### src/lcdw_pkg.sv
// ----------------------------------------------------------------------------
// lcdw_pkg
// Shared types, command codes and geometry constants of the LCD window writer.
// ----------------------------------------------------------------------------
`default_nettype none

package lcdw_pkg;

   // panel command codes
   localparam logic [31:0] CMD_MADCTL  = 32'h0000_0036;
   localparam logic [31:0] CMD_CASET   = 32'h0000_002A;
   localparam logic [31:0] CMD_RASET   = 32'h0000_002B;
   localparam logic [31:0] CMD_RAMCTRL = 32'h0000_00B0;
   localparam logic [31:0] CMD_RAMWR   = 32'h0000_002C;

   // operations handed from the front to the back
   localparam int OP_W = 3;
   localparam logic [OP_W-1:0] OP_MADCTL  = 3'd0;
   localparam logic [OP_W-1:0] OP_CASET   = 3'd1;
   localparam logic [OP_W-1:0] OP_RASET   = 3'd2;
   localparam logic [OP_W-1:0] OP_RAMCTRL = 3'd3;
   localparam logic [OP_W-1:0] OP_RAMWR   = 3'd4;

   // default skin size
   localparam int SKIN_COLS_DEF = 256;
   localparam int SKIN_ROWS_DEF = 512;

   // panel and skin offsets
   localparam int PORT_XOFF  = 52;
   localparam int PORT_YOFF  = 40;
   localparam int PORT_SXOFF = 62 / 2;
   localparam int PORT_SYOFF = 126 / 2;
   localparam int LAND_XOFF  = 40;
   localparam int LAND_YOFF  = 53;
   localparam int LAND_SXOFF = 126 / 2;
   localparam int LAND_SYOFF = 82 / 2;

   // csr map
   localparam int CSR_ADDR_W = 3;
   localparam logic CSR_IDX_BACKLIGHT = 1'b0;

   localparam int CUR_W  = 17;
   localparam int WIN_W  = 16;
   localparam int ADDR_W = 17;
   localparam int TERM_W = CUR_W + 2;

   typedef struct packed {
      logic [OP_W-1:0] op;
      logic [31:0]     word;
   } queue_entry_type;

endpackage

`default_nettype wire

### src/lcd_spi_window_pixel_writer.sv
// ----------------------------------------------------------------------------
// lcd_spi_window_pixel_writer
// SPI command/data decoder that turns RAMWR words into framebuffer writes.
// ----------------------------------------------------------------------------
// The front takes one SPI transaction per cycle while the queue is not full
// and latches commands; data words under a known command go into a
// two-entry queue. The back applies window and mode updates and turns a
// RAMWR word into two pixel results (one if the first pixel closes the
// window) through the single cursor walk, popping the word after its last
// pixel. The cursor step and the row-times-pitch multiply happen in the same
// cycle into the s1 registers; the address add and bounds compare feed the
// output registers. The backlight register lies at byte address 0 of the csr
// port; the user must write it only while the block is idle; not enforced.
`default_nettype none

module lcd_spi_window_pixel_writer
   import lcdw_pkg::*;
#(
   parameter int SKIN_COLS = SKIN_COLS_DEF,
   parameter int SKIN_ROWS = SKIN_ROWS_DEF
)
(
   input  wire logic                  clock,
   input  wire logic                  reset,
   input  wire logic                  req_valid,
   output logic                       req_stall,
   input  wire logic                  req_kind,
   input  wire logic [31:0]           req_word,
   output logic                       rsp_valid,
   input  wire logic                  rsp_stall,
   output logic                       rsp_store_enable,
   output logic [ADDR_W-1:0]          rsp_address,
   output logic [23:0]                rsp_color,
   output logic                       rsp_frame_done,
   output logic                       rsp_last,
   input  wire logic                  csr_psel,
   input  wire logic                  csr_penable,
   input  wire logic                  csr_pwrite,
   input  wire logic [CSR_ADDR_W-1:0] csr_paddr,
   input  wire logic [31:0]           csr_pwdata,
   output logic [31:0]                csr_prdata,
   output logic                       csr_pready
);

   logic            backlight_ff, backlight_in;
   logic            q_full;
   logic            q_valid;
   logic            push;
   logic            pop;
   queue_entry_type push_entry;
   queue_entry_type q_head;

   assign csr_pready = 1'b1;

   always_comb begin
      backlight_in = backlight_ff;
      if (csr_psel && csr_penable && csr_pwrite && csr_pready &&
          csr_paddr[2] == CSR_IDX_BACKLIGHT) begin
         backlight_in = csr_pwdata[0];
      end
   end

   assign csr_prdata = (csr_paddr[2] == CSR_IDX_BACKLIGHT) ? {31'd0, backlight_ff} : 32'd0;

   always_ff @(posedge clock) begin
      if (reset) begin
         backlight_ff <= 1'b0;
      end else begin
         backlight_ff <= backlight_in;
      end
   end

   lcdw_front u_front (
      .clock      (clock),
      .reset      (reset),
      .req_valid  (req_valid),
      .req_stall  (req_stall),
      .req_kind   (req_kind),
      .req_word   (req_word),
      .q_full     (q_full),
      .push       (push),
      .push_entry (push_entry)
   );

   lcdw_queue u_queue (
      .clock      (clock),
      .reset      (reset),
      .push       (push),
      .push_entry (push_entry),
      .pop        (pop),
      .q_valid    (q_valid),
      .q_full     (q_full),
      .q_head     (q_head)
   );

   lcdw_back #(
      .SKIN_COLS (SKIN_COLS),
      .SKIN_ROWS (SKIN_ROWS)
   ) u_back (
      .clock            (clock),
      .reset            (reset),
      .backlight_on     (backlight_ff),
      .q_valid          (q_valid),
      .q_head           (q_head),
      .pop              (pop),
      .rsp_valid        (rsp_valid),
      .rsp_stall        (rsp_stall),
      .rsp_store_enable (rsp_store_enable),
      .rsp_address      (rsp_address),
      .rsp_color        (rsp_color),
      .rsp_frame_done   (rsp_frame_done),
      .rsp_last         (rsp_last)
   );

   // a pixel that closes the window always ends its word
   a_done_is_last: assert property (@(posedge clock) disable iff (reset)
      rsp_valid && rsp_frame_done |-> rsp_last)
      else $error("frame_done without last");

   a_no_overflow: assert property (@(posedge clock) disable iff (reset)
      push |-> !q_full || pop)
      else $error("queue overflow");

   a_no_underflow: assert property (@(posedge clock) disable iff (reset)
      pop |-> q_valid)
      else $error("queue underflow");

endmodule

`default_nettype wire

### src/lcdw_front.sv
// ----------------------------------------------------------------------------
// lcdw_front
// Accepts SPI transactions, latches commands and queues the data words that act.
// ----------------------------------------------------------------------------
`default_nettype none

module lcdw_front
   import lcdw_pkg::*;
(
   input  wire logic            clock,
   input  wire logic            reset,
   input  wire logic            req_valid,
   output logic                 req_stall,
   input  wire logic            req_kind,
   input  wire logic [31:0]     req_word,
   input  wire logic            q_full,
   output logic                 push,
   output queue_entry_type      push_entry
);

   logic [31:0] command_ff;
   logic [31:0] command_in;
   logic        accept;
   logic        known;
   logic [OP_W-1:0] op;

   assign req_stall = q_full;
   assign accept    = req_valid && !req_stall;

   always_comb begin
      known = 1'b1;
      op    = OP_RAMWR;
      case (command_ff)
         CMD_MADCTL:  op = OP_MADCTL;
         CMD_CASET:   op = OP_CASET;
         CMD_RASET:   op = OP_RASET;
         CMD_RAMCTRL: op = OP_RAMCTRL;
         CMD_RAMWR:   op = OP_RAMWR;
         default:     known = 1'b0;
      endcase
   end

   always_comb begin
      command_in = command_ff;
      if (accept && req_kind) begin
         command_in = req_word;
      end
   end

   // data under an unknown command is dropped here
   assign push            = accept && !req_kind && known;
   assign push_entry.op   = op;
   assign push_entry.word = req_word;

   always_ff @(posedge clock) begin
      if (reset) begin
         command_ff <= '0;
      end else begin
         command_ff <= command_in;
      end
   end

endmodule

`default_nettype wire

### src/lcdw_queue.sv
// ----------------------------------------------------------------------------
// lcdw_queue
// Two-entry queue between the decode front and the pixel back.
// ----------------------------------------------------------------------------
`default_nettype none

module lcdw_queue
   import lcdw_pkg::*;
(
   input  wire logic            clock,
   input  wire logic            reset,
   input  wire logic            push,
   input  wire queue_entry_type push_entry,
   input  wire logic            pop,
   output logic                 q_valid,
   output logic                 q_full,
   output queue_entry_type      q_head
);

   queue_entry_type mem [2];
   logic       wr_ptr_ff, wr_ptr_in;
   logic       rd_ptr_ff, rd_ptr_in;
   logic [1:0] count_ff, count_in;

   assign q_valid = count_ff != 2'd0;
   assign q_full  = count_ff == 2'd2;
   assign q_head  = mem[rd_ptr_ff];

   always_comb begin
      wr_ptr_in = wr_ptr_ff;
      rd_ptr_in = rd_ptr_ff;
      count_in  = count_ff;
      if (push) begin
         wr_ptr_in = ~wr_ptr_ff;
      end
      if (pop) begin
         rd_ptr_in = ~rd_ptr_ff;
      end
      if (push && !pop) begin
         count_in = count_ff + 2'd1;
      end else if (pop && !push) begin
         count_in = count_ff - 2'd1;
      end
   end

   always_ff @(posedge clock) begin
      if (push) begin
         mem[wr_ptr_ff] <= push_entry;
      end
   end

   always_ff @(posedge clock) begin
      if (reset) begin
         wr_ptr_ff <= 1'b0;
         rd_ptr_ff <= 1'b0;
         count_ff  <= 2'd0;
      end else begin
         wr_ptr_ff <= wr_ptr_in;
         rd_ptr_ff <= rd_ptr_in;
         count_ff  <= count_in;
      end
   end

endmodule

`default_nettype wire

### src/lcdw_back.sv
// ----------------------------------------------------------------------------
// lcdw_back
// Window state, cursor walk, pixel conversion and framebuffer address pipeline.
// ----------------------------------------------------------------------------
`default_nettype none

module lcdw_back
   import lcdw_pkg::*;
#(
   parameter int SKIN_COLS = SKIN_COLS_DEF,
   parameter int SKIN_ROWS = SKIN_ROWS_DEF
)
(
   input  wire logic              clock,
   input  wire logic              reset,
   input  wire logic              backlight_on,
   input  wire logic              q_valid,
   input  wire queue_entry_type   q_head,
   output logic                   pop,
   output logic                   rsp_valid,
   input  wire logic              rsp_stall,
   output logic                   rsp_store_enable,
   output logic [ADDR_W-1:0]      rsp_address,
   output logic [23:0]            rsp_color,
   output logic                   rsp_frame_done,
   output logic                   rsp_last
);

   localparam int PITCH_MAX = (SKIN_COLS > SKIN_ROWS) ? SKIN_COLS : SKIN_ROWS;
   localparam int PITCH_W   = $clog2(PITCH_MAX + 1) + 1;
   localparam int PROD_W    = TERM_W + PITCH_W;
   localparam int SUM_W     = PROD_W + 1;
   localparam int FB_WORDS  = SKIN_COLS * SKIN_ROWS;

   localparam logic signed [TERM_W-1:0] ROW_ADJ_P = TERM_W'(PORT_SYOFF - PORT_YOFF);
   localparam logic signed [TERM_W-1:0] ROW_ADJ_L = TERM_W'(LAND_SYOFF - LAND_YOFF);
   localparam logic signed [TERM_W-1:0] COL_ADJ_P = TERM_W'(PORT_SXOFF - PORT_XOFF);
   localparam logic signed [TERM_W-1:0] COL_ADJ_L = TERM_W'(LAND_SXOFF - LAND_XOFF);
   localparam logic signed [PITCH_W-1:0] PITCH_P  = PITCH_W'(SKIN_COLS);
   localparam logic signed [PITCH_W-1:0] PITCH_L  = PITCH_W'(SKIN_ROWS);
   localparam logic signed [SUM_W-1:0]   FB_LIMIT = SUM_W'(FB_WORDS);

   function automatic logic [15:0] swap_half(input logic [15:0] h);
      swap_half = {h[7:0], h[15:8]};
   endfunction

   // window and mode state
   logic               portrait_ff, portrait_in;
   logic               little_ff, little_in;
   logic [WIN_W-1:0]   col_start_ff, col_start_in;
   logic [WIN_W-1:0]   col_end_ff, col_end_in;
   logic [WIN_W-1:0]   row_start_ff, row_start_in;
   logic [WIN_W-1:0]   row_end_ff, row_end_in;
   logic [CUR_W-1:0]   col_cur_ff, col_cur_in;
   logic [CUR_W-1:0]   row_cur_ff, row_cur_in;
   logic               pix_sel_ff, pix_sel_in;

   // address stage
   logic                     s1_valid_ff, s1_valid_in;
   logic signed [PROD_W-1:0] s1_prod_ff, s1_prod_in;
   logic signed [TERM_W-1:0] s1_colterm_ff, s1_colterm_in;
   logic [23:0]              s1_color_ff, s1_color_in;
   logic                     s1_done_ff, s1_done_in;
   logic                     s1_last_ff, s1_last_in;

   logic                     advance;
   logic                     go;
   logic                     emit;
   logic [15:0]              d16;
   logic [23:0]              rgb;
   logic [CUR_W-1:0]         col_step, row_step;
   logic                     done;
   logic signed [TERM_W-1:0] rowterm;
   logic signed [PITCH_W-1:0] pitch;
   logic signed [SUM_W-1:0]  sum;

   assign advance = !rsp_valid || !rsp_stall;
   assign go      = advance && q_valid;

   // pixel conversion
   always_comb begin
      d16 = pix_sel_ff ? q_head.word[31:16] : q_head.word[15:0];
      if (!little_ff) begin
         d16 = swap_half(d16);
      end
      rgb = {d16[15:11], 3'b000, d16[10:5], 2'b00, d16[4:0], 3'b000};
      if (!backlight_on) begin
         rgb = {2'b00, rgb[23:18], 2'b00, rgb[15:10], 2'b00, rgb[7:2]};
      end
   end

   // cursor walk for one pixel
   always_comb begin
      col_step = col_cur_ff + CUR_W'(1);
      row_step = row_cur_ff;
      done     = 1'b0;
      if (col_step > {1'b0, col_end_ff}) begin
         col_step = {1'b0, col_start_ff};
         row_step = row_cur_ff + CUR_W'(1);
      end
      if (row_step > {1'b0, row_end_ff}) begin
         row_step = {1'b0, row_start_ff};
         col_step = {1'b0, col_start_ff};
         done     = 1'b1;
      end
   end

   always_comb begin
      portrait_in  = portrait_ff;
      little_in    = little_ff;
      col_start_in = col_start_ff;
      col_end_in   = col_end_ff;
      row_start_in = row_start_ff;
      row_end_in   = row_end_ff;
      col_cur_in   = col_cur_ff;
      row_cur_in   = row_cur_ff;
      pix_sel_in   = pix_sel_ff;
      pop          = 1'b0;
      emit         = 1'b0;
      if (go) begin
         pop = 1'b1;
         case (q_head.op)
            OP_MADCTL: begin
               portrait_in = (q_head.word == 32'd0) || (q_head.word == 32'd8);
            end
            OP_CASET: begin
               col_start_in = swap_half(q_head.word[15:0]);
               col_end_in   = swap_half(q_head.word[31:16]);
               col_cur_in   = {1'b0, swap_half(q_head.word[15:0])};
            end
            OP_RASET: begin
               row_start_in = swap_half(q_head.word[15:0]);
               row_end_in   = swap_half(q_head.word[31:16]);
               row_cur_in   = {1'b0, swap_half(q_head.word[15:0])};
            end
            OP_RAMCTRL: begin
               little_in = q_head.word[11];
            end
            OP_RAMWR: begin
               emit       = 1'b1;
               col_cur_in = col_step;
               row_cur_in = row_step;
               // first pixel stays at the head unless it closed the window
               if (!pix_sel_ff && !done) begin
                  pix_sel_in = 1'b1;
                  pop        = 1'b0;
               end else begin
                  pix_sel_in = 1'b0;
               end
            end
            default: begin
            end
         endcase
      end
   end

   // row term times pitch, registered before the add
   always_comb begin
      rowterm = $signed({2'b00, row_cur_ff}) + (portrait_ff ? ROW_ADJ_P : ROW_ADJ_L);
      pitch   = portrait_ff ? PITCH_P : PITCH_L;
      s1_prod_in    = PROD_W'(rowterm * pitch);
      s1_colterm_in = $signed({2'b00, col_cur_ff}) + (portrait_ff ? COL_ADJ_P : COL_ADJ_L);
      s1_color_in   = rgb;
      s1_done_in    = done;
      s1_last_in    = done || pix_sel_ff;
      s1_valid_in   = emit;
   end

   assign sum = SUM_W'(s1_prod_ff) + SUM_W'(s1_colterm_ff);

   always_ff @(posedge clock) begin
      if (reset) begin
         portrait_ff  <= 1'b0;
         little_ff    <= 1'b0;
         col_start_ff <= '0;
         col_end_ff   <= '0;
         row_start_ff <= '0;
         row_end_ff   <= '0;
         col_cur_ff   <= '0;
         row_cur_ff   <= '0;
         pix_sel_ff   <= 1'b0;
         s1_valid_ff  <= 1'b0;
         rsp_valid    <= 1'b0;
      end else begin
         portrait_ff  <= portrait_in;
         little_ff    <= little_in;
         col_start_ff <= col_start_in;
         col_end_ff   <= col_end_in;
         row_start_ff <= row_start_in;
         row_end_ff   <= row_end_in;
         col_cur_ff   <= col_cur_in;
         row_cur_ff   <= row_cur_in;
         pix_sel_ff   <= pix_sel_in;
         if (advance) begin
            s1_valid_ff <= s1_valid_in;
            rsp_valid   <= s1_valid_ff;
         end
      end
   end

   always_ff @(posedge clock) begin
      if (advance) begin
         s1_prod_ff       <= s1_prod_in;
         s1_colterm_ff    <= s1_colterm_in;
         s1_color_ff      <= s1_color_in;
         s1_done_ff       <= s1_done_in;
         s1_last_ff       <= s1_last_in;
         rsp_store_enable <= !sum[SUM_W-1] && (sum < FB_LIMIT);
         rsp_address      <= sum[ADDR_W-1:0];
         rsp_color        <= s1_color_ff;
         rsp_frame_done   <= s1_done_ff;
         rsp_last         <= s1_last_ff;
      end
   end

endmodule

`default_nettype wire

### config.mk
export PLATFORM = sky130hd
export DESIGN_NAME = lcd_spi_window_pixel_writer
export DESIGN_NICKNAME = d
export VERILOG_FILES = /design/src/lcdw_pkg.sv /design/src/lcd_spi_window_pixel_writer.sv /design/src/lcdw_front.sv /design/src/lcdw_queue.sv /design/src/lcdw_back.sv
export SDC_FILE = /design/constraint.sdc
export NUM_CORES = 1
export LEC_CHECK = 0
export BUFFER_PORTS_ARGS = -buffer_cell sky130_fd_sc_hd__buf_4
export CORE_ASPECT_RATIO = 0.9
export CORE_MARGIN = 2
export CORE_UTILIZATION = 50
export DETAILED_ROUTE_END_ITERATION = 6
export PLACE_DENSITY = 0.67
export SETUP_SLACK_MARGIN = 0.05
export SYNTH_ARGS = -nofsm -noshare
export SYNTH_HDL_FRONTEND = slang
export SYNTH_SLANG_ARGS = --single-unit
### constraint.sdc
create_clock -name clock -period 13.05 [get_ports clock]
set_input_delay 0.6525 -clock clock [delete_from_list [all_inputs] [get_ports clock]]
set_output_delay 0.6525 -clock clock [all_outputs]
set_load 0.02 [all_outputs]
==> results of run 1 <==
## report_power, final
group,internal [mW],switching (mW)
clock network,0.563,0.405
registers,1.35,0.117
logic,1.20,1.56
## area by class of cell
| type | instances | area, um2 | area share |
|---|---|---|---|
| tap | 469 | 587 | 0.0292 |
| sequential | 318 | 8140 | 0.405 |
| clock buffer | 50 | 1010 | 0.0502 |
| clock inverter | 13 | 113 | 0.00561 |
| inverter | 71 | 267 | 0.0133 |
| timing repair buffer | 111 | 833 | 0.0415 |
| multi-input combinational | 1293 | 9140 | 0.455 |
## how the worst max path moves through the flow
stage / slack (ns) / end / start
floorplan: 6.73 / u_back.s1_prod_ff[29] / u_back.portrait_ff
global placement: 6.45 / u_queue.count_ff[1] / u_back.col_cur_ff[0]
detailed placement: 6.28 / u_queue.count_ff[1] / u_back.col_cur_ff[0]
CTS: 6.24 / u_queue.count_ff[1] / u_back.col_cur_ff[0]
global route: 5.72 / u_queue.count_ff[1] / u_back.col_cur_ff[0]
finish: 6.08 / u_queue.count_ff[1] / u_back.col_cur_ff[0]
## worst max-delay path, delay by kind of cell (launching register included)
kind	cells	cell delay, ns
and+or+nand+nor	8	1.84
AOI/OAI and AO/OA	9	2.55
xor gates and xnor gates	2	0.51
adders and majority gates	4	1.24
DFF	1	0.53
muxes	1	0.25
## sequential cells by signal (all words and copies together) (netlist names), 2 cells and up, named ones only
signal                count
u_back.row_end_ff        16
u_back.rsp_address       17
u_back.row_cur_ff        17
u_front.command_ff       32
u_back.col_cur_ff        17
u_back.s1_prod_ff        22
u_back.s1_color_ff       22
u_queue.mem              70
u_queue.count_ff          2
u_back.col_end_ff        16
u_back.s1_colterm_ff     19
u_back.row_start_ff      16
u_back.rsp_color         22
u_back.col_start_ff      16
## stage by stage
| stage | hold WS (ns) | instances | cell area, um2 |
|---|---|---|---|
| 6_report | 0.314 | 2325 | 20100 |
| 5_1_grt | 0.304 | 2325 | 20100 |
| 4_1_cts | 0.300 | 2325 | 20100 |
| 3_5_place_dp | 0.405 | 2262 | 19000 |
| 3_3_place_gp | 0.404 | 2262 | 19000 |
| 2_1_floorplan | 0.400 | 1790 | 18100 |
## layout by cell type, fill, tap and decap left out, types with 39 or more instances in the layout
cell type,n
inv_1,71
a21oi_1,107
edfxtp_1,177
dfxtp_1,140
xnor2_1,43
conb_1,48
nor2_1,180
ha_1,154
buf_4,111
nand2_1,131
mux2i_1,59
a211oi_1,71
nor3_1,39
o21ai_0,67
## kinds of logic (layout without fill, tap and decap cells)
logic type                 Yosys count  count (layout)  synth area share
other                                2              48          0.000419
buffers and inverters              179             245            0.0461
adders and majority gates          157             157             0.111
xor gates and xnor gates            76              76            0.0379
DFF                                318             318             0.454
muxes                               92              92            0.0644
AOI/OAI and AO/OA                  398             398             0.147
and+or+nand+nor                    522             522             0.139
## routing by layer
| metal | GRT usage | vias up |
|---|---|---|
| met3 | 0.0353 | 76 |
| met5 | 0 | - |
| met2 | 0.352 | 419 |
| met1 | 0.321 | 6372 |
| li1 | - | 6521 |
| met4 | 0.0704 | 0 |
==> qor.yml, run 1 <==
setup_path:
  critical_path_class: "flop to flop"
  setup.worst_path.start_class: "flop"
  crit_path_top_delay_cell: "o31ai_1"
  ff2ff_path_depth: 24
  cpPeakStageDelay_ns: 0.96
  path_max_fanout: 8
  crit_chain: "ha_1 > nand3_2 > nor2_1 > and4_1 > xor2_1 > ha_1 > a211o_1 > o211ai_1 > a21oi_1 > o31ai_1 > a21oi_1 > xor2_1 > ha_1 > nand2_1 > nor4_1 > o21ai_0 > a31oi_1 > nor2_1 > mux2i_4 > or2_2 > o21ai_0 > ha_1 > or3_1 > a21oi_1"
  crit_required_ns: 13.51
  worstPathArrival_ns: 7.43
  r2r-end: "u_queue.count_ff[1]"
  rrSetupSlack_ns: 6.08
  timing.critical_path.mode_cell: "ha_1"
  regToRegStartpoint: "u_back.col_cur_ff[0]"
  cp-end-kind: "flop"
sta:
  finalCritPeriodShare: 0.534
  setup_slack_ns: 6.08
  rsz0062_at_grt: "false"
  setup_violations: 0
  layout_min_cycle_time_ns: 6.97
  fmax_mhz: 144
  worstMarginPinSlew_ns: 1.36
  hold_violations: 0
  slew_headroom: 0.0696
  final_max_slew_viol_count: 0
  setup_tns_ns: 0
  clock_skew_ns: 0.0274
clocking:
  clock-sinks: 318
  cts-buffers-inserted: 35
  worstSkewPairLatency_ns: 0.54
  path_clk_slew_ns: 0.06
  cts_buffer_depth: 3
  clockRootBuffer: "clkbuf_16"
  cts_tree: "built"
  htreeDepth: 2
  hold_buffers: 0
  post-cts-setup-buffer-count: 0
  cts-resized-gates: 0
synthesis:
  ys.flop_type: "edfxtp_1"
  async_flop_share: 0
  synth_edf_count: 177
  ys_ff_latch: 318
  avgSynthCellArea_um2: 10.3
  yosys_warnings: 0
  yosys-top-cells-count: "183 x nor2_1, 177 x edfxtp_1, 154 x ha_1, 141 x dfxtp_1, 132 x nand2_1"
  yosysTopAreaCell: "edfxtp_1"
  ys_types: 78
  syn-cell-area_mm2: 0.0179
  ys_seq_area_frac: 0.454
  synth_most_common_cell: "nor2_1"
  syn_inst: 1744
  synth.top_cells.by_area: "edfxtp_1 30%, dfxtp_1 16%, ha_1 11%"
  synth_top_area_frac: 0.297
routing:
  antenna_left: 0
  drt-pass1-iter-count: 5
  viasPerCell: 5.76
  wl_per_cell_um: 17.9
  wl_met2_um: 18700
  top_layer: "met4"
  drc: 0
  vias: 13388
  drtIter0Drc: 991
  met3_length_um: 2740
  wl_met1_um: 19200
  routed_wl_um: 41600
floorplan:
  coreArea_mm2: 0.0352
  dieArea_mm2: 0.0374
  initial_core_util: 0.509
  rows: 65
  ioPinCount: 154
  die_h_um: 184
  die_w_um: 204
power_and_ir_drop:
  max-vdd-ir-drop_uv: 193
  p_leak_nw: 7.92
  p_per_area_mw_per_mm2: 259
  total_power_mw: 5.20
layout:
  syn_to_final_growth_pct: 12.2
  layout-drive-gt1-share: 0.117
  antenna_cells: 0
  fin_nets: 2062
  final_util: 0.570
  nFillCells: 2982
placed_design:
  portBuffers: 86
  hpwl_um: 28600
  dp_slack_ns: 6.28
  globalplace.congestion: 0.883
worst_hold_path:
  hold_path_class: "input port to flop"
  hold_start: "req_word[1]"
  whs_endpoint: "u_queue.mem[1][1]"
  whs_path_depth: 1
global_route:
  grt-ovfl-total: 0
  grt_pass1_wl_um: 67200
  antenna_found_initial: 0
  grt_pass1_vias: 12813
  grt_max_degree: 99
  grt_usage: 0.225
job:
  drv_cap: 0
status:
  outcome: "complete, no violations"
Power figures use the tool's default switching activity.
==> run 2: changes to the inputs <==
clock period = 6.9 ns   (was 13.05 ns; I/O delays follow)
==> qor.yml, run 2 (synthesis results as in run 1) <==
global_route:
  grt_pass1_vias: 12706
  grt_usage: 0.225
  grt-ovfl-total: 0
  antenna_found_initial: 0
  grt_max_degree: 81
  grt_pass1_wl_um: 67200
setup_path:
  crit_required_ns: 7.35
  cp-end-kind: "flop"
  crit_cells: 23
  cpPeakStageDelay_ns: 0.52
  path_max_fanout: 11
  crit_chain: "ha_1 > nand3_2 > nor4_1 > xnor2_1 > ha_1 > nand4_1 > nor3_1 > o31a_1 > o31a_2 > o211ai_1 > xnor2_1 > ha_1 > and4_1 > a221o_1 > o21ai_0 > a31oi_2 > nor2_1 > mux2i_4 > or2_2 > o21ai_0 > ha_1 > or3_1 > a21oi_1"
  setup.worst_path.start_class: "flop"
  crit_end: "u_queue.count_ff[1]"
  rrSetupSlack_ns: 0.66
  r2r-end: "u_queue.count_ff[1]"
  critical_path_class: "flop to flop"
  regToRegStartpoint: "u_back.col_cur_ff[0]"
  crit_path_top_delay_cell: "dfxtp_1"
  ff2ff_path_depth: 23
  worstPathArrival_ns: 6.69
  startpoint: "u_back.col_cur_ff[0]"
  critical_path_buf_inv_count: 0
  cp_top_family: "simple AND/OR/NAND/NOR gates"
  timing.critical_path.mode_cell: "ha_1"
routing:
  viasPerCell: 5.68
  drt-pass1-iter-count: 5
  wl_per_cell_um: 17.7
  antenna_left: 0
  routed_wl_um: 41800
  drc: 0
  vias: 13390
  drtIter0Drc: 1152
power_and_ir_drop:
  max-vdd-ir-drop_uv: 361
  total_power_mw: 9.99
  p_per_area_mw_per_mm2: 487
  p_leak_nw: 8.10
worst_hold_path:
  hold_path_class: "input port to flop"
floorplan:
  die_h_um: 184
  initial_core_util: 0.509
  ioPinCount: 154
  coreArea_mm2: 0.0352
  rows: 65
  die_w_um: 204
  dieArea_mm2: 0.0374
sta:
  clock_skew_ns: 0.0235
  setup_slack_ns: 0.661
  setup_violations: 0
  rsz0062_at_grt: "false"
  finalCritPeriodShare: 0.904
  worstMarginPinSlew_ns: 1.26
  layout_min_cycle_time_ns: 6.24
  whs_ns: 0.0287
  fmax_mhz: 160
  final_max_slew_viol_count: 0
  setup_tns_ns: 0
  hold_violations: 0
  slew_headroom: 0.137
clocking:
  clockRootBuffer: "clkbuf_16"
  path_clk_slew_ns: 0.06
  htreeDepth: 2
  cts_buffer_depth: 3
  cts_tree: "built"
  clock-sinks: 318
  worstSkewPairLatency_ns: 0.54
  cts-buffers-inserted: 35
layout:
  fin_area_mm2: 0.0205
  largestRegisters: "u_queue.mem: 70 flops, u_front.command_ff: 32 flops"
  final_common_cell: "nor2_1"
  largest-register: "u_queue.mem"
  fin_nets: 2093
  final_util: 0.582
  instances_no_fill: 2356
  syn_to_final_growth_pct: 14.5
  largest_reg_flops: 70
  final_cell_mix: "180 x nor2_1, 177 x edfxtp_1, 154 x ha_1"
  layout-drive-gt1-share: 0.120
  antenna_cells: 0
placed_design:
  portBuffers: 86
  globalplace.congestion: 0.924
  placedCellCount: 2264
  hpwl_um: 29000
  placed_cell_area_mm2: 0.0190
  dp_slack_ns: 0.569
status:
  outcome: "complete, no violations"
job:
  drv_cap: 0
-- run 2: changes by cell type in the layout (fill, tap and decap cells not counted), moves of 2 or more --
| cell | previous run | this run |
|---|---|---|
| buf_4 | 111 | 113 |
| clkbuf_1 | 9 | 4 |
| dlygate4sd3_1 | 0 | 29 |
| clkbuf_2 | 2 | 0 |
| clkbuf_8 | 1 | 5 |
-- run 2: layout make-up --
type	instances	area, um2
clock buffers	49	1070
clock inverters	14	164
fillers	2948	14700
inverters	71	267
multi-input cells	1293	9150
flip-flops and latches	318	8140
well taps	469	587
repair buffers	142	1140
-- run 2: metal layers --
| layer | track usage | wire length (um) |
|---|---|---|
| met1 | 0.314 | 19000 |
| met2 | 0.354 | 18800 |
| met3 | 0.0507 | 3280 |
| met4 | 0.0590 | 694 |
| met5 | 0 | 0 |
-- run 2: report_power, final --
group          leakage, nW  internal (mW)  switching, mW
clock network        0.611           1.17          0.782
logic                 4.56           2.31           2.96
registers             2.93           2.55          0.223
-- run 2: worst register-to-register path, delay by kind of cell (launching register included) --
kind                     cells  cell delay (ns)
AO/OA/AOI/OAI                8             1.79
flip-flops                   1             0.52
AND/OR/NAND/NOR              8             2.17
multiplexers                 1             0.09
XOR/XNOR                     2             0.43
adder cells (fa/ha/maj)      4             1.18
-- run 2: worst min-delay path by stage --
| stage | cells after the start | end | from | slack (ns) |
|---|---|---|---|---|
| 6_report | 1 | u_queue.mem[1][10] | req_word[10] | 0.03 |
| 5_1_grt | 1 | u_queue.mem[1][10] | req_word[10] | 0.004 |
| 4_1_cts | 1 | u_queue.mem[1][10] | req_word[10] | 0.006 |
| 3_5_place_dp | 0 | u_back.rsp_color[10] | u_back.s1_color_ff[10] | 0.40 |
| 3_3_place_gp | 0 | u_back.rsp_color[18] | u_back.s1_color_ff[18] | 0.40 |
| 2_1_floorplan | 0 | u_back.rsp_address[0] | u_back.s1_colterm_ff[0] | 0.40 |
-- run 2: repair_timing --
item,4_1_cts,5_1_grt
endpoints found under the hold margin,57,0
hold buffers,29,0
resized for setup,0,2
endpoints found under the setup margin,0,1
setup buffers,0,0
==> run 3: changes to the inputs <==
CELL_PAD_IN_SITES_DETAIL_PLACEMENT = 1   (was default)
CELL_PAD_IN_SITES_GLOBAL_PLACEMENT = 2   (was default)
CORE_UTILIZATION = 39   (was 50)
PLACE_DENSITY = 0.78   (was 0.67)
==> qor.yml, run 3 (synthesis results as in run 1) <==
global_route:
  grt_max_degree: 90
  grt_pass1_wl_um: 77900
  grt_pass1_vias: 13907
  grt-ovfl-total: 0
  antenna_found_initial: 2
  grt_usage: 0.204
floorplan:
  rows: 74
  ioPinCount: 154
  initial_core_util: 0.395
  die_w_um: 230
  dieArea_mm2: 0.0477
  coreArea_mm2: 0.0454
  die_h_um: 207
clocking:
  clock-sinks: 318
  worstSkewPairLatency_ns: 0.55
  cts_buffer_depth: 3
  htreeDepth: 2
  cts-buffers-inserted: 37
  clockRootBuffer: "clkbuf_16"
  path_clk_slew_ns: 0.06
  cts_tree: "built"
power_and_ir_drop:
  p_leak_nw: 8.07
  total_power_mw: 10.1
  max-vdd-ir-drop_uv: 354
  p_per_area_mw_per_mm2: 487
setup_path:
  regToRegStartpoint: "u_back.col_cur_ff[0]"
  cp-end-kind: "flop"
  startpoint: "u_back.col_cur_ff[0]"
  setup.worst_path.start_class: "flop"
  critical_path_class: "flop to flop"
  crit_required_ns: 7.38
  worstPathArrival_ns: 6.79
  path_max_fanout: 11
sta:
  fmax_mhz: 158
  finalCritPeriodShare: 0.914
  setup_violations: 0
  layout_min_cycle_time_ns: 6.31
  setup_tns_ns: 0
  hold_violations: 0
  whs_ns: 0.0287
  slew_headroom: 0.153
  final_max_slew_viol_count: 0
  clock_skew_ns: 0.0121
  worstMarginPinSlew_ns: 1.24
  rsz0062_at_grt: "false"
layout:
  layout-drive-gt1-share: 0.115
  fin_nets: 2097
  largestRegisters: "u_queue.mem: 70 flops, u_front.command_ff: 32 flops"
  fin_area_mm2: 0.0206
  largest_reg_flops: 70
  final_cell_mix: "180 x nor2_1, 177 x edfxtp_1, 154 x ha_1"
  final_common_cell: "nor2_1"
  nFillCells: 5056
  syn_to_final_growth_pct: 15.2
  largest-register: "u_queue.mem"
worst_hold_path:
  hold_start: "req_word[11]"
  hold_path_class: "input port to flop"
routing:
  viasPerCell: 5.46
  drtIter0Drc: 837
  drt-pass1-iter-count: 6
  antenna_left: 0
  routed_wl_um: 48300
  vias: 13663
  wl_per_cell_um: 19.3
  drc: 0
placed_design:
  hpwl_um: 34200
  portBuffers: 86
  globalplace.congestion: 0.819
  placed_cell_area_mm2: 0.0192
status:
  outcome: "complete, no violations"
job:
  drv_cap: 0
run 3: final timing paths:
path,to,slack (ns),cells after the start
worst max-delay path,u_queue.count_ff[1],0.59,24
worst min-delay path,u_queue.mem[1][11],0.03,1
worst max register to register,u_queue.count_ff[1],0.59,24
worst min register to register,u_back.rsp_color[15],0.42,0
run 3: final cells by class:
cell class | instances | area, um2 | share of cell area
sequential | 318 | 8140 | 0.394
antenna | 1 | 2.50 | 0.000121
clock buffer | 62 | 1120 | 0.0544
inverter | 71 | 267 | 0.0129
clock inverter | 6 | 40.0 | 0.00194
multi-input combinational | 1293 | 9150 | 0.443
tap | 608 | 761 | 0.0369
timing repair buffer | 144 | 1160 | 0.0561
run 3: through the flow:
stage / worst slack [ns] / std cells / utilization
2_1_floorplan: 0.577 / 1790 / -
3_3_place_gp: 0.685 / 2403 / 0.422
3_5_place_dp: 0.485 / 2403 / 0.422
4_1_cts: 0.422 / 2502 / 0.455
5_1_grt: 0.0528 / 2502 / 0.455
6_report: 0.590 / 2503 / 0.455
run 3: where the power goes:
part	internal [mW]	switching (mW)
logic	2.33	3.05
registers	2.55	0.239
clock network	1.11	0.783
run 3: critical path: stages, from the launching register on:
cell	delay (ns)
dfxtp_1	0.54
ha_1	0.26
nand3_2	0.17
nor4_1	0.35
xnor2_1	0.17
ha_1	0.33
nand4_1	0.13
nor3_1	0.33
o31a_1	0.23
o31a_2	0.32
o2111a_1	0.25
xor2_1	0.26
ha_1	0.30
and4_1	0.23
a221o_1	0.30
o21ai_0	0.19
a31oi_1	0.11
buf_4	0.17
nor2_1	0.16
mux2i_4	0.09
or2_2	0.32
o21ai_0	0.20
ha_1	0.30
or3_1	0.36
a21oi_1	0.14
run 3: what timing repair did:
item	in CTS	in global routing
hold buffers	31	0
setup buffers	0	0
endpoints found under the setup margin	0	2
resized for setup	0	2
hold endpoints to repair	62	0
run 3: metal layers:
| layer | part of all wire | track usage | up-vias |
|---|---|---|---|
| met3 | 0.045 | 0.0306 | 56 |
| met1 | 0.48 | 0.286 | 6746 |
| met2 | 0.46 | 0.331 | 246 |
| met5 | 0 | 0 | - |
| met4 | 0.018 | 0.0538 | 0 |
| li1 | - | - | 6615 |
